$ cat src/rtl/assert_macros.svh
// Assertion macros shared by the LCD request formatter modules.
`ifndef ASSERT_MACROS_SVH
`define ASSERT_MACROS_SVH

// Same-cycle implication, sampled on i_clk and disabled while i_rst_n is low.
`define CLRF_ASSERT_IMPL(lbl, ante, cons, msg) \
    lbl: assert property (@(posedge i_clk) disable iff (!i_rst_n) (ante) |-> (cons)) \
        else $error(msg);

// Next-cycle implication, sampled on i_clk and disabled while i_rst_n is low.
`define CLRF_ASSERT_NEXT(lbl, ante, cons, msg) \
    lbl: assert property (@(posedge i_clk) disable iff (!i_rst_n) (ante) |=> (cons)) \
        else $error(msg);

`endif

$ cat src/rtl/clrf_pkg.sv
// Shared types and constants of the character LCD request formatter.
package clrf_pkg;

    localparam int MAX_DIGITS = 10;
    localparam int CNT_W      = $clog2(MAX_DIGITS + 1);

    localparam logic [2:0] FUNC_INIT   = 3'd0;
    localparam logic [2:0] FUNC_CMD    = 3'd1;
    localparam logic [2:0] FUNC_DATA   = 3'd2;
    localparam logic [2:0] FUNC_POS    = 3'd3;
    localparam logic [2:0] FUNC_NUMBER = 3'd4;
    localparam logic [2:0] FUNC_GLYPH  = 3'd5;

    localparam logic [7:0] CMD_FUNCSET = 8'b0011_1000;
    localparam logic [7:0] CMD_DISPON  = 8'b0000_1100;
    localparam logic [7:0] CMD_CLEAR   = 8'b0000_0001;
    localparam logic [7:0] CGRAM_BIT   = 8'd64;
    localparam logic [7:0] ASCII_ZERO  = 8'h30;

    // Reciprocal of ten: floor(v / 10) == (v * DIV10_RECIP) >> DIV10_SHIFT for 32-bit v.
    localparam logic [31:0] DIV10_RECIP = 32'hCCCC_CCCD;
    localparam int          DIV10_SHIFT = 35;

    typedef enum logic [4:0] {
        ST_IDLE = 5'b00001,
        ST_SEQ  = 5'b00010,
        ST_MUL  = 5'b00100,
        ST_DIV  = 5'b01000,
        ST_OUT  = 5'b10000
    } t_state;

    typedef struct packed {
        logic load;
        logic emit_seq;
        logic mul;
        logic div;
        logic pop;
    } t_dp_cmd;

    typedef struct packed {
        logic req_ignore;
        logic req_number;
        logic seq_last;
        logic div_done;
        logic cnt_one;
        logic cnt_zero;
    } t_dp_sts;

endpackage

$ cat src/rtl/clrf_ctrl.sv
// Controller state machine of the LCD request formatter.
`include "assert_macros.svh"

module clrf_ctrl (
    input  logic              i_clk,
    input  logic              i_rst_n,
    input  logic              i_start,
    output logic              o_busy,
    input  clrf_pkg::t_dp_sts i_sts,
    output clrf_pkg::t_dp_cmd o_cmd
);
    import clrf_pkg::*;

    t_state r_state;
    t_state n_state;

    always_ff @(posedge i_clk) begin
        if (!i_rst_n) begin
            r_state <= ST_IDLE;
        end else begin
            r_state <= n_state;
        end
    end

    always_comb begin
        n_state = r_state;
        o_cmd   = '0;
        case (r_state)
            ST_IDLE: begin
                if (i_start) begin
                    o_cmd.load = 1'b1;
                    if (i_sts.req_ignore) begin
                        n_state = ST_IDLE;
                    end else if (i_sts.req_number) begin
                        n_state = ST_MUL;
                    end else begin
                        n_state = ST_SEQ;
                    end
                end
            end
            ST_SEQ: begin
                o_cmd.emit_seq = 1'b1;
                if (i_sts.seq_last) begin
                    n_state = ST_IDLE;
                end
            end
            ST_MUL: begin
                o_cmd.mul = 1'b1;
                n_state   = ST_DIV;
            end
            ST_DIV: begin
                o_cmd.div = 1'b1;
                n_state   = i_sts.div_done ? ST_OUT : ST_MUL;
            end
            ST_OUT: begin
                o_cmd.pop = 1'b1;
                if (i_sts.cnt_one) begin
                    n_state = ST_IDLE;
                end
            end
            default: begin
                n_state = ST_IDLE;
            end
        endcase
    end

    assign o_busy = (r_state != ST_IDLE);

    `CLRF_ASSERT_NEXT(a_mul_then_div, r_state == ST_MUL, r_state == ST_DIV, "multiply not followed by remainder step")
    `CLRF_ASSERT_NEXT(a_div_done_out, (r_state == ST_DIV) && i_sts.div_done, r_state == ST_OUT, "conversion end did not start digit output")
    `CLRF_ASSERT_IMPL(a_pop_nonempty, o_cmd.pop, !i_sts.cnt_zero, "digit pop from an empty stack")

endmodule

$ cat src/rtl/clrf_dp.sv
// Datapath of the LCD request formatter: request registers, divider, digit stack, output.
`include "assert_macros.svh"

module clrf_dp (
    input  logic              i_clk,
    input  logic              i_rst_n,
    input  clrf_pkg::t_dp_cmd i_cmd,
    output clrf_pkg::t_dp_sts o_sts,
    input  logic [2:0]        i_func,
    input  logic [31:0]       i_value,
    input  logic              i_line,
    input  logic [5:0]        i_column,
    input  logic [2:0]        i_slot,
    input  logic [63:0]       i_pattern,
    output logic              o_strobe,
    output logic              o_is_data,
    output logic [7:0]        o_bus_byte,
    output logic              o_last
);
    import clrf_pkg::*;

    logic [2:0]       r_func;
    logic [31:0]      r_v;
    logic             r_line;
    logic [5:0]       r_column;
    logic [2:0]       r_slot;
    logic [63:0]      r_pattern;
    logic [3:0]       r_step;
    logic [CNT_W-1:0] r_cnt;
    logic [63:0]      r_prod;
    logic [3:0]       r_digits [MAX_DIGITS];

    logic             r_strobe;
    logic             r_is_data;
    logic [7:0]       r_byte;
    logic             r_last;

    logic             seq_is_data;
    logic [7:0]       seq_byte;
    logic             seq_last;
    logic [7:0]       ddram_byte;
    logic [2:0]       row;
    logic [28:0]      quot;
    logic [31:0]      quot_ext;
    logic [31:0]      quot_x10;
    logic [31:0]      rem_full;
    logic [3:0]       digit;

    // DDRAM address command: bit 7 set, line 1 adds 0x40, column in the low six bits.
    assign ddram_byte = {1'b1, r_line, r_column};
    assign row        = 3'(r_step - 4'd1);

    always_comb begin
        seq_is_data = 1'b0;
        seq_byte    = '0;
        seq_last    = 1'b1;
        case (r_func)
            FUNC_INIT: begin
                seq_last = (r_step == 4'd2);
                case (r_step)
                    4'd0:    seq_byte = CMD_FUNCSET;
                    4'd1:    seq_byte = CMD_DISPON;
                    default: seq_byte = CMD_CLEAR;
                endcase
            end
            FUNC_CMD: begin
                seq_byte = r_v[7:0];
            end
            FUNC_DATA: begin
                seq_is_data = 1'b1;
                seq_byte    = r_v[7:0];
            end
            FUNC_POS: begin
                seq_byte = ddram_byte;
            end
            FUNC_NUMBER: begin
                // Only a zero value takes this path; nonzero values go through the divider.
                seq_is_data = 1'b1;
                seq_byte    = ASCII_ZERO;
            end
            FUNC_GLYPH: begin
                seq_last = (r_step == 4'd10);
                if (r_step == 4'd0) begin
                    seq_byte = CGRAM_BIT | {2'b00, r_slot, 3'b000};
                end else if (r_step == 4'd9) begin
                    seq_byte = ddram_byte;
                end else if (r_step == 4'd10) begin
                    seq_is_data = 1'b1;
                    seq_byte    = {5'b00000, r_slot};
                end else begin
                    seq_is_data = 1'b1;
                    seq_byte    = r_pattern[{row, 3'b000} +: 8];
                end
            end
            default: begin
                seq_byte = '0;
            end
        endcase
    end

    assign quot     = r_prod[63:DIV10_SHIFT];
    assign quot_ext = {3'b000, quot};
    assign quot_x10 = (quot_ext << 3) + (quot_ext << 1);
    assign rem_full = r_v - quot_x10;
    assign digit    = rem_full[3:0];

    always_ff @(posedge i_clk) begin
        if (!i_rst_n) begin
            r_step   <= '0;
            r_cnt    <= '0;
            r_strobe <= 1'b0;
        end else begin
            r_strobe <= i_cmd.emit_seq | i_cmd.pop;
            if (i_cmd.load) begin
                r_step <= '0;
                r_cnt  <= '0;
            end else begin
                if (i_cmd.emit_seq) begin
                    r_step <= r_step + 4'd1;
                end
                if (i_cmd.div) begin
                    r_cnt <= r_cnt + CNT_W'(1);
                end else if (i_cmd.pop) begin
                    r_cnt <= r_cnt - CNT_W'(1);
                end
            end
        end
    end

    always_ff @(posedge i_clk) begin
        if (i_cmd.load) begin
            r_func    <= i_func;
            r_v       <= i_value;
            r_line    <= i_line;
            r_column  <= i_column;
            r_slot    <= i_slot;
            r_pattern <= i_pattern;
        end
        if (i_cmd.mul) begin
            r_prod <= r_v * DIV10_RECIP;
        end
        if (i_cmd.div) begin
            r_v <= quot_ext;
        end
        if (i_cmd.emit_seq) begin
            r_is_data <= seq_is_data;
            r_byte    <= seq_byte;
            r_last    <= seq_last;
        end else if (i_cmd.pop) begin
            r_is_data <= 1'b1;
            r_byte    <= ASCII_ZERO | {4'b0000, r_digits[0]};
            r_last    <= (r_cnt == CNT_W'(1));
        end
    end

    // Digit stack: the least significant digit is pushed first, so the top pops most
    // significant first.
    always_ff @(posedge i_clk) begin
        if (i_cmd.div) begin
            r_digits[0] <= digit;
            for (int i = 1; i < MAX_DIGITS; i++) begin
                r_digits[i] <= r_digits[i-1];
            end
        end else if (i_cmd.pop) begin
            for (int i = 0; i < MAX_DIGITS - 1; i++) begin
                r_digits[i] <= r_digits[i+1];
            end
        end
    end

    assign o_sts.req_ignore = (i_func > FUNC_GLYPH);
    assign o_sts.req_number = (i_func == FUNC_NUMBER) && (i_value != 32'd0);
    assign o_sts.seq_last   = seq_last;
    assign o_sts.div_done   = (quot == '0) || (r_cnt == CNT_W'(MAX_DIGITS - 1));
    assign o_sts.cnt_one    = (r_cnt == CNT_W'(1));
    assign o_sts.cnt_zero   = (r_cnt == '0);

    assign o_strobe   = r_strobe;
    assign o_is_data  = r_is_data;
    assign o_bus_byte = r_byte;
    assign o_last     = r_last;

    `CLRF_ASSERT_NEXT(a_gap_after_last, r_strobe && r_last, !r_strobe, "write issued right after the final write of a request")
    `CLRF_ASSERT_IMPL(a_stack_room, i_cmd.div, r_cnt < CNT_W'(MAX_DIGITS), "digit pushed onto a full stack")

endmodule

$ cat src/rtl/char_lcd_request_formatter_unit.sv
// Top level of the character LCD request formatter.
//
// A request is taken at a clock edge where i_start is high and o_busy is low. The block then
// issues its bus writes one per cycle, each shown on o_is_data, o_bus_byte and o_last for a
// single cycle under o_strobe, in the cycle after it is formed; the receiver cannot stall, so
// every strobed write must be taken when it appears. Init issues 3 writes, a raw byte or
// position request 1, and a custom glyph 11. A number request of zero is a single write like
// a raw data byte. A nonzero number request with d digits first runs d conversion rounds,
// each a 32 by 32 multiply by the reciprocal of ten and then the remainder and quotient
// update, then issues d writes, one per digit. Func codes 6 and 7 are accepted and produce
// no write.
module char_lcd_request_formatter_unit (
    input  logic        i_clk,
    input  logic        i_rst_n,
    input  logic        i_start,
    output logic        o_busy,
    input  logic [2:0]  i_func,
    input  logic [31:0] i_value,
    input  logic        i_line,
    input  logic [5:0]  i_column,
    input  logic [2:0]  i_slot,
    input  logic [63:0] i_pattern,
    output logic        o_strobe,
    output logic        o_is_data,
    output logic [7:0]  o_bus_byte,
    output logic        o_last
);
    import clrf_pkg::*;

    t_dp_cmd cmd;
    t_dp_sts sts;

    clrf_ctrl u_ctrl (
        .i_clk   (i_clk),
        .i_rst_n (i_rst_n),
        .i_start (i_start),
        .o_busy  (o_busy),
        .i_sts   (sts),
        .o_cmd   (cmd)
    );

    clrf_dp u_dp (
        .i_clk      (i_clk),
        .i_rst_n    (i_rst_n),
        .i_cmd      (cmd),
        .o_sts      (sts),
        .i_func     (i_func),
        .i_value    (i_value),
        .i_line     (i_line),
        .i_column   (i_column),
        .i_slot     (i_slot),
        .i_pattern  (i_pattern),
        .o_strobe   (o_strobe),
        .o_is_data  (o_is_data),
        .o_bus_byte (o_bus_byte),
        .o_last     (o_last)
    );

endmodule

$ cat config.mk
export PLATFORM = sky130hd
export DESIGN_NAME = char_lcd_request_formatter_unit
export DESIGN_NICKNAME = d
export VERILOG_FILES = /design/src/rtl/clrf_pkg.sv /design/src/rtl/clrf_ctrl.sv /design/src/rtl/clrf_dp.sv /design/src/rtl/char_lcd_request_formatter_unit.sv
export VERILOG_INCLUDE_DIRS = /design/src /design/src/rtl
export SDC_FILE = /design/constraint.sdc
export NUM_CORES = 1
export LEC_CHECK = 0
export ABC_AREA = 0
export BUFFER_PORTS_ARGS = -buffer_cell sky130_fd_sc_hd__buf_2
export CAP_MARGIN = 20
export CORE_AREA = 5 5 190 284
export DETAILED_ROUTE_END_ITERATION = 16
export DIE_AREA = 0 0 195 289
export MAX_ROUTING_LAYER = met4
export PLACE_DENSITY = 0.73
export REMOVE_ABC_BUFFERS = 1
export SETUP_SLACK_MARGIN = 0.15
export SLEW_MARGIN = 20
export SYNTH_ARGS = -nofsm -noshare
export SYNTH_HDL_FRONTEND = slang
export SYNTH_SLANG_ARGS = --single-unit
$ cat constraint.sdc
create_clock -name i_clk -period 19.1 [get_ports i_clk]
set_clock_uncertainty 0.2 [all_clocks]
set_input_delay 4.775 -clock i_clk [delete_from_list [all_inputs] [get_ports i_clk]]
set_output_delay 4.775 -clock i_clk [all_outputs]
set_load 0.01 [all_outputs]
; Word level (Yosys, flattened, before mapping)
; Memories as Yosys holds them, arrays and structs flattened.
; Cells that the tools add are included.
[totals]
reg_bits = 197
latchBits = 0
mem_bits_rw = 40
rom_bits = 0
input_bits = 112
output_inout_bits = 12
word_cells = 116
n_memories = 1
[mem_list]
columns = name, words, width, rd, rd_ports_with_merged_regs, wr, line_no
row1 = u_dp.r_digits, 10, 4, 10, 0, 10, clrf_dp.sv:31  ; logic [3:0] r_digits [MAX_DIGITS];
[classes]
add_sub_neg = 6
multipliers = 1
div = 0
n_lt_le_gt_ge = 1
eq_ne = 21
n_shift = 1
mux = 46
bitwise = 11
n_reduce_logical = 13
[op_table]
columns = op, n
row1 = $mul A32 B32 Y64 const B, 1
row2 = $shiftx A64 B7 Y8, 1
row3 = $mux W29, 2
row4 = $mux W4, 11
row5 = $mux W8, 5
row6 = $pmux W8 S5, 1
row7 = $reduce_bool A32 Y1, 1
row8 = $logic_not A29 Y1, 1
row9 = $pmux W5 S5, 1
row10 = $mux W5, 4
row11 = $mux W1, 17
row12 = $eq A4 B4 Y1 const B, 3
row13 = $pmux W6 S2, 1
row14 = $or A1 B1 Y1, 10
row15 = $eq A3 B3 Y1 const B, 3
row16 = $add A4 B1 Y4 const B, 2
row17 = $eq A4 B1 Y1 const B, 2
row18 = $eq A3 B2 Y1 const B, 2
row19 = $mux W3, 2
row20 = $reduce_bool A2 Y1, 3
row21 = $reduce_or A2 Y1, 3
row22 = $eq A5 B1 Y1 const B, 1
row23 = $eq A5 B2 Y1 const B, 1
row24 = $eq A5 B3 Y1 const B, 1
row25 = 19 further kinds, 21

; Logic depth before layout (Yosys ltp)
; Gate-level depths: netlist of run 1.
[logic_depth]
ltp_word = 7
mapped_depth = 24
mapped_depth_nobuf = 24

; Cells and area by module
; From an unflattened synthesis of run 1, not the netlist that was laid out.
[hier_totals]
hier_cells = 2321
hier_area_um2 = 25569.5
[modules_own_cells]
columns = module, n_inst, cells_each, area_per_inst_um2, seq_area_each_um2
row1 = clrf_dp, 1, 2281, 25229.2, 5795.6
row2 = clrf_ctrl, 1, 40, 340.3, 100.1

; Least setup slack after synthesis of run 1
; Ideal clock, no wire load.
[synth_path]
path_type = input port to flip-flop
from = input i_start
to = register u_dp.r_column[0] (enable)
setup_ns = 0.434
arrival_ns = 6.594
t_required_ns = 18.466
setup_slack_ns = 11.872
cell_stages = 2
n_path_buf = 0
path_cell_list = nand4b_1 inv_1
[synth_rtl]
columns = item, line_no
row1 = from (decl), char_lcd_request_formatter_unit.sv:15  ; input logic i_start,
row2 = to (signal assigned), clrf_dp.sv:135  ; r_column <= i_column;
row3 = to (decl), clrf_dp.sv:25  ; logic [5:0] r_column;

; Worst setup path in the final report of run 1
[layout_path]
from = register u_dp.r_v[8]
to = register u_dp.r_prod[54] (data pin)
[layout_between]
elab_chain_len = 1
[layout_lines]
columns = item, line_no
row1 = from (decl), clrf_dp.sv:23  ; logic [31:0] r_v;
row2 = from (signal assigned), clrf_dp.sv:133  ; r_v <= i_value;
row3 = from (signal assigned), clrf_dp.sv:143  ; r_v <= quot_ext;
row4 = $mul A32 B32 Y64, clrf_dp.sv:140  ; r_prod <= r_v * DIV10_RECIP;
row5 = to (signal assigned), clrf_dp.sv:140
row6 = to (decl), clrf_dp.sv:30  ; logic [63:0] r_prod;
; Every way passes these cells.
; A chain may end at the register's enable or synchronous reset.

==> results of run 1 <==
per-stage QoR:
step | utilization [%] | setup WS (ns)
6_report | 53.5 | 10.97
5_1_grt | 53.5 | 10.82
4_1_cts | 53.5 | 11.09
3_5_place_dp | 52.0 | 11.14
3_3_place_gp | 52.0 | 11.16
2_1_floorplan | - | 11.87
cell type report:
cell class              instances  area (sq um)  share of cell area [%]
diodes                          2          5.00                  0.0182
clock buffers                  22           508                    1.85
clock inverters                14           240                   0.876
inverters                     545          2050                    7.46
multi-input cells            1557         17200                    62.8
flip-flops and latches        202          5900                    21.5
well taps                     676           846                    3.08
repair buffers                131           676                    2.46
critical path, stage by stage (launching register included):
cell       delay, ns
edfxtp_1        0.59
ha_1            0.57
xnor2_1         0.49
o21ai_0         0.20
fa_1            0.56
inv_1           0.05
fa_1            0.49
fa_1            0.55
inv_1           0.05
fa_1            0.49
fa_1            0.44
fa_1            0.69
ha_1            0.36
a211oi_1        0.30
nand2_1         0.09
a2111oi_0       0.54
o22ai_1         0.31
o2111ai_1       0.25
o211ai_1        0.21
a41oi_1         0.32
xnor2_1         0.10
state kept, by name, summed over array words and instances, names as in the netlist:
name             count
u_dp.r_pattern      64
u_dp.r_step          4
u_dp.r_slot          3
u_dp.r_func          3
u_ctrl.r_state       5
u_dp.o_bus_byte      8
u_dp.r_prod         29
u_dp.o_last          1
u_dp.r_digits       40
u_dp.r_column        6
u_dp.r_line          1
u_dp.o_strobe        1
u_dp.o_is_data       1
u_dp.r_cnt           4
u_dp.r_v            32
worst max path at each step:
stage	slack [ns]	endpoint
finish	10.97	u_dp.r_prod[54]
floorplan	11.87	u_dp.r_column[0]
detailed placement	11.14	u_dp.r_prod[54]
global placement	11.16	u_dp.r_prod[54]
CTS	11.09	u_dp.r_prod[60]
global route	10.82	u_dp.r_prod[60]
per-layer routing:
metal	GRT usage, %	up-vias
met5	-	-
met4	22.4	0
met3	1.94	240
met2	49.3	614
met1	30.2	8714
li1	-	7815
cells in the mapped netlist, types with 8 or more instances:
| cell | number | area (sq um) |
|---|---|---|
| edfxtp_1 | 185 | 5560 |
| nor4_1 | 16 | 100 |
| xor2_1 | 46 | 403 |
| clkbuf_1 | 26 | 97.6 |
| inv_1 | 544 | 2040 |
| dfxtp_1 | 17 | 340 |
| fa_1 | 386 | 7730 |
| nor2b_1 | 8 | 50.1 |
| a21oi_1 | 84 | 420 |
| and2_1 | 15 | 93.8 |
| o211ai_1 | 11 | 82.6 |
| ha_1 | 358 | 4480 |
| nand4_1 | 16 | 100 |
| nand2b_1 | 10 | 62.6 |
| o21ai_0 | 45 | 225 |
| a21o_1 | 31 | 233 |
| nor2_1 | 52 | 195 |
| and3_1 | 9 | 56.3 |
| nand2_1 | 265 | 995 |
| nand3_1 | 19 | 95.1 |
| mux4_2 | 16 | 360 |
| mux2i_1 | 9 | 90.1 |
| xnor2_1 | 42 | 368 |
kinds of logic after synthesis:
group	synth area share [%]
flops	23.3
fa+ha+maj	48.2
xor+xnor	3.11
compound gates	6.69
mux	1.91
buf+inv	8.69
simple gates	8.04
==> impl_metrics.csv, run 1 <==
group,metric,value,unit
placed_design,dp_hpwl,67200,um
global_routing,grt_max_degree,82,
floorplanning,dieArea,56400,sq um
routing,via_per_inst,5.52,
routing,maxUsedRoutingLayer,"met4",
floorplanning,start_util,49.3,%
cts,clkSinkCount,202,
yosys,yosysSeqAreaShare,23.3,%
timing,final_max_slew_viol_count,0,
cts,htreeDepth,1,
global_routing,grt_pass1_vias,19500,
global_routing,grt_pass1_wl,116000,um
final_layout,stdcell_count,3149,
routing,drtAntennaViolNets,0,
routing,wl_per_cell,24.4,um
cts,clockRootBuffer,"clkbuf_16",
timing,rsz0062_at_grt,"no",
timing,relSlewSlack,33.2,%
routing,routed_wl,76900,um
placed_design,dp_cells,3111,
status,status,"finished clean",
routing,vias,17400,
placed_design,gp_congestion,1.03,
yosys,synthCells,2341,
yosys,ys_async_sr_fraction,0,%
floorplanning,die_w,195,um
timing,hold_slack,0.269,ns
critical_path,critPathLaunchType,"register",
cts,post_cts_buffers,0,
yosys,synth_cell_type_count,80,
final_layout,drive_gt1_share,8.58,%
floorplanning,ioPinCount,124,
yosys,synth-edff-count,185,
timing,fin_crit_sh,42.5,%
critical_path,critical_path_class,"register to register",
global_routing,grt_util_all_layers,28.5,%
final_layout,layout-area-overhead-vs-synth,8.43,%
yosys,synth_area,25300,sq um
final_layout,layout_common_cells,"inv_1, fa_1, ha_1",
critical_path,path_max_fanout,9,
placed_design,placed_area,26700,sq um
critical_path,r2r-start,"u_dp.r_v[8]",
timing,worst_pin_slew,0.999,ns
cts,postCtsResizedCells,0,
final_layout,stdcell_area,27400,sq um
cts,clkTransAtPathRegs,0.09,ns
placed_design,port_buffers,123,
min_path,min_path_cells,0,
yosys,yosysWarnings,0,
cts,worstSkewPairLatency,0.55,ns
final_layout,nets,3313,
cts,cts_tree,"built",
critical_path,worst-r2r-cell-count,20,
routing,drt-initial-drc-count,1130,
routing,drcViolationCount,0,
critical_path,setup.worst_path.start,"u_dp.r_v[8]",
critical_path,cp.required,19.17,ns
timing,setup-tns-final,0,ns
critical_path,crit_path_end_kind,"register",
yosys,ys.flop_type,"edfxtp_1",
min_path,hp-class,"register to register",
final_layout,fillers,4537,
critical_path,rrSetupSlack,10.97,ns
critical_path,r2r-end,"u_dp.r_prod[54]",
final_layout,final_common_cell,"inv_1",
critical_path,cp.arrival,8.20,ns
timing,max_freq,0.123,GHz
floorplanning,core_area,51300,sq um
routing,first_pass_iters,5,
min_path,whs_endpoint,"u_dp.r_digits[4][6]",
timing,hold_viol_final,0,
routing,dr_wl_met3,2700,um
cts,ctsHoldBuffers,0,
floorplanning,num_rows,102,
floorplanning,die_h,289,um
routing,wl_met2,39300,um
global_routing,antenna_found_initial,2,
timing,min_period,8.13,ns
yosys,avgSynthCellArea,10.8,sq um
flow_run,cap_violations,0,
cts,cts_buffers,20,
min_path,hold_start,"u_dp.r_digits[4][2]",
timing,finalSetupViolCount,0,
routing,wl_met1,26800,um
yosys,synth-seq-cells,202,
global_routing,gr-total-overflow,0,
cts,clk_path_buf_depth,3,
Power of run 1 is left out: the tool's default activity adds up to more than one toggle a clock period on the data nets, which glitch-free logic cannot reach.
==> inputs of run 2 (changes only) <==
==> constraint.sdc (replaced) <==
create_clock -name i_clk -period 7.8 [get_ports i_clk]
set_clock_uncertainty 0.2 [all_clocks]
set_input_delay 1.95 -clock i_clk [delete_from_list [all_inputs] [get_ports i_clk]]
set_output_delay 1.95 -clock i_clk [all_outputs]
set_load 0.01 [all_outputs]
==> run 2 against run 1 <==
Non-clock buffer count up 96. Core utilization up 1.7 points. Design area increased by 3.1%. Largest cell class unchanged. Highest routed layer unchanged.
==> impl_metrics.csv, run 2 (synthesis gave the netlist of run 1 again) <==
group,metric,value,unit
cts,clk_path_buf_depth,3,
final_layout,layout_common_cells,"inv_1, fa_1, ha_1",
global_routing,grt_pass1_vias,19600,
critical_path,crit_top_cell,"fa_1",
global_routing,grt_util_all_layers,29.0,%
min_path,whs_endpoint,"u_dp.r_digits[4][5]",
floorplanning,dieArea,56400,sq um
final_layout,stdcell_area,28300,sq um
routing,via_per_inst,5.42,
routing,wl_per_cell,24.1,um
critical_path,worst-r2r-cell-count,22,
critical_path,crit_family,"adder cells",
critical_path,rrSetupSlack,0.32,ns
routing,routed_wl,78500,um
critical_path,r2r-end,"u_dp.r_prod[54]",
critical_path,cp.depth,22,
critical_path,cp.required,7.89,ns
critical_path,r2r-start,"u_dp.r_v[21]",
final_layout,layout-area-overhead-vs-synth,11.8,%
flow_run,cap_violations,0,
cts,worstSkewPairLatency,0.54,ns
critical_path,crit_path_end_kind,"register",
timing,finalSetupViolCount,0,
timing,max_freq,0.134,GHz
global_routing,gr-total-overflow,0,
timing,final_max_slew_viol_count,0,
final_layout,nets,3411,
timing,relSlewSlack,25.0,%
critical_path,cp_cell_sequence,"ha_2, inv_1, fa_1, inv_1, fa_1, inv_1, fa_1, inv_1, fa_1, fa_1, fa_1, fa_1, ha_1, nand2_1, nor4b_1, o2111ai_1, a21oi_2, o2111ai_1, o211ai_1, buf_4, a41oi_1, xnor2_1",
routing,vias,17600,
critical_path,cp.arrival,7.57,ns
critical_path,path_buf_inv,5,
min_path,hold_start,"u_dp.r_digits[4][1]",
cts,cts_buffers,22,
status,status,"finished clean",
critical_path,max_stage_delay,0.59,ns
timing,fin_crit_sh,95.9,%
timing,min_period,7.48,ns
final_layout,top_register,"u_dp.r_pattern",
min_path,hp-class,"register to register",
final_layout,largest_reg_flops,64,
cts,cts_tree,"built",
cts,htreeDepth,1,
min_path,min_path_cells,0,
critical_path,path_max_fanout,7,
critical_path,critical_path_class,"register to register",
global_routing,grt_pass1_wl,118000,um
placed_design,placed_area,27200,sq um
routing,drcViolationCount,0,
placed_design,gp_congestion,1.01,
floorplanning,start_util,49.3,%
floorplanning,ioPinCount,124,
timing,hold_viol_final,0,
cts,clockRootBuffer,"clkbuf_16",
global_routing,grt_max_degree,82,
critical_path,crit_path_top_delay_cell,"fa_1",
final_layout,final_common_cell,"inv_1",
final_layout,drive_gt1_share,13.1,%
floorplanning,num_rows,102,
timing,hold_slack,0.253,ns
final_layout,reg_top3,"u_dp.r_pattern (64), u_dp.r_digits (40), u_dp.r_v (32)",
critical_path,critPathLaunchType,"register",
routing,first_pass_iters,5,
floorplanning,die_h,289,um
cts,clkTransAtPathRegs,0.07,ns
timing,setup-tns-final,0,ns
floorplanning,core_area,51300,sq um
floorplanning,die_w,195,um
placed_design,dp_hpwl,69300,um
routing,drt-initial-drc-count,1038,
placed_design,port_buffers,123,
timing,rsz0062_at_grt,"no",
global_routing,antenna_found_initial,2,
cts,clkSinkCount,202,
timing,worst_pin_slew,1.12,ns
routing,drtAntennaViolNets,0,
==> run 2: layer usage <==
metal	part of all wire, %	GRT usage [%]	wire length [um]	vias up
met1	36	31.5	28000	8905
met5	0	-	0	-
met2	53	52.5	41800	504
li1	-	-	-	8010
met4	7.2	15.5	5640	0
met3	3.8	2.58	3020	184
==> run 2: through the flow <==
stage	setup slack, ns	std cells	util (%)
3_3_place_gp	-0.00875	3182	53.1
2_1_floorplan	0.985	2304	-
4_1_cts	0.159	3224	54.5
5_1_grt	0.137	3249	55.1
3_5_place_dp	0.0252	3182	53.1
6_report	0.323	3250	55.1
==> run 2: how the worst max path moves through the flow <==
stage                       to         start  slack [ns]
2_1_floorplan  u_dp.r_prod[60]   u_dp.r_v[8]        0.98
3_3_place_gp   u_dp.r_prod[54]   u_dp.r_v[1]      -0.009
3_5_place_dp   u_dp.r_prod[54]  u_dp.r_v[15]        0.03
4_1_cts        u_dp.r_prod[54]   u_dp.r_v[6]        0.16
5_1_grt        u_dp.r_prod[54]  u_dp.r_v[16]        0.14
6_report       u_dp.r_prod[54]  u_dp.r_v[21]        0.32
==> run 2: final cells by class <==
type / count / area [sq um]
multi-input combinational: 1557 / 17400
tap: 676 / 846
sequential: 202 / 5900
clock inverter: 13 / 114
inverter: 545 / 2050
clock buffer: 27 / 601
antenna: 3 / 7.51
timing repair buffer: 227 / 1410
fill: 4548 / 23000
==> run 2: repair_timing <==
| action | in CTS | in global routing |
|---|---|---|
| pin swaps | 0 | 4 |
| setup endpoints to repair | 7 | 21 |
| hold endpoints to repair | 0 | 0 |
| hold buffers | 0 | 0 |
| gates resized for setup | 5 | 26 |
| setup buffers | 2 | 23 |
Power of run 2 is left out for the same reason.
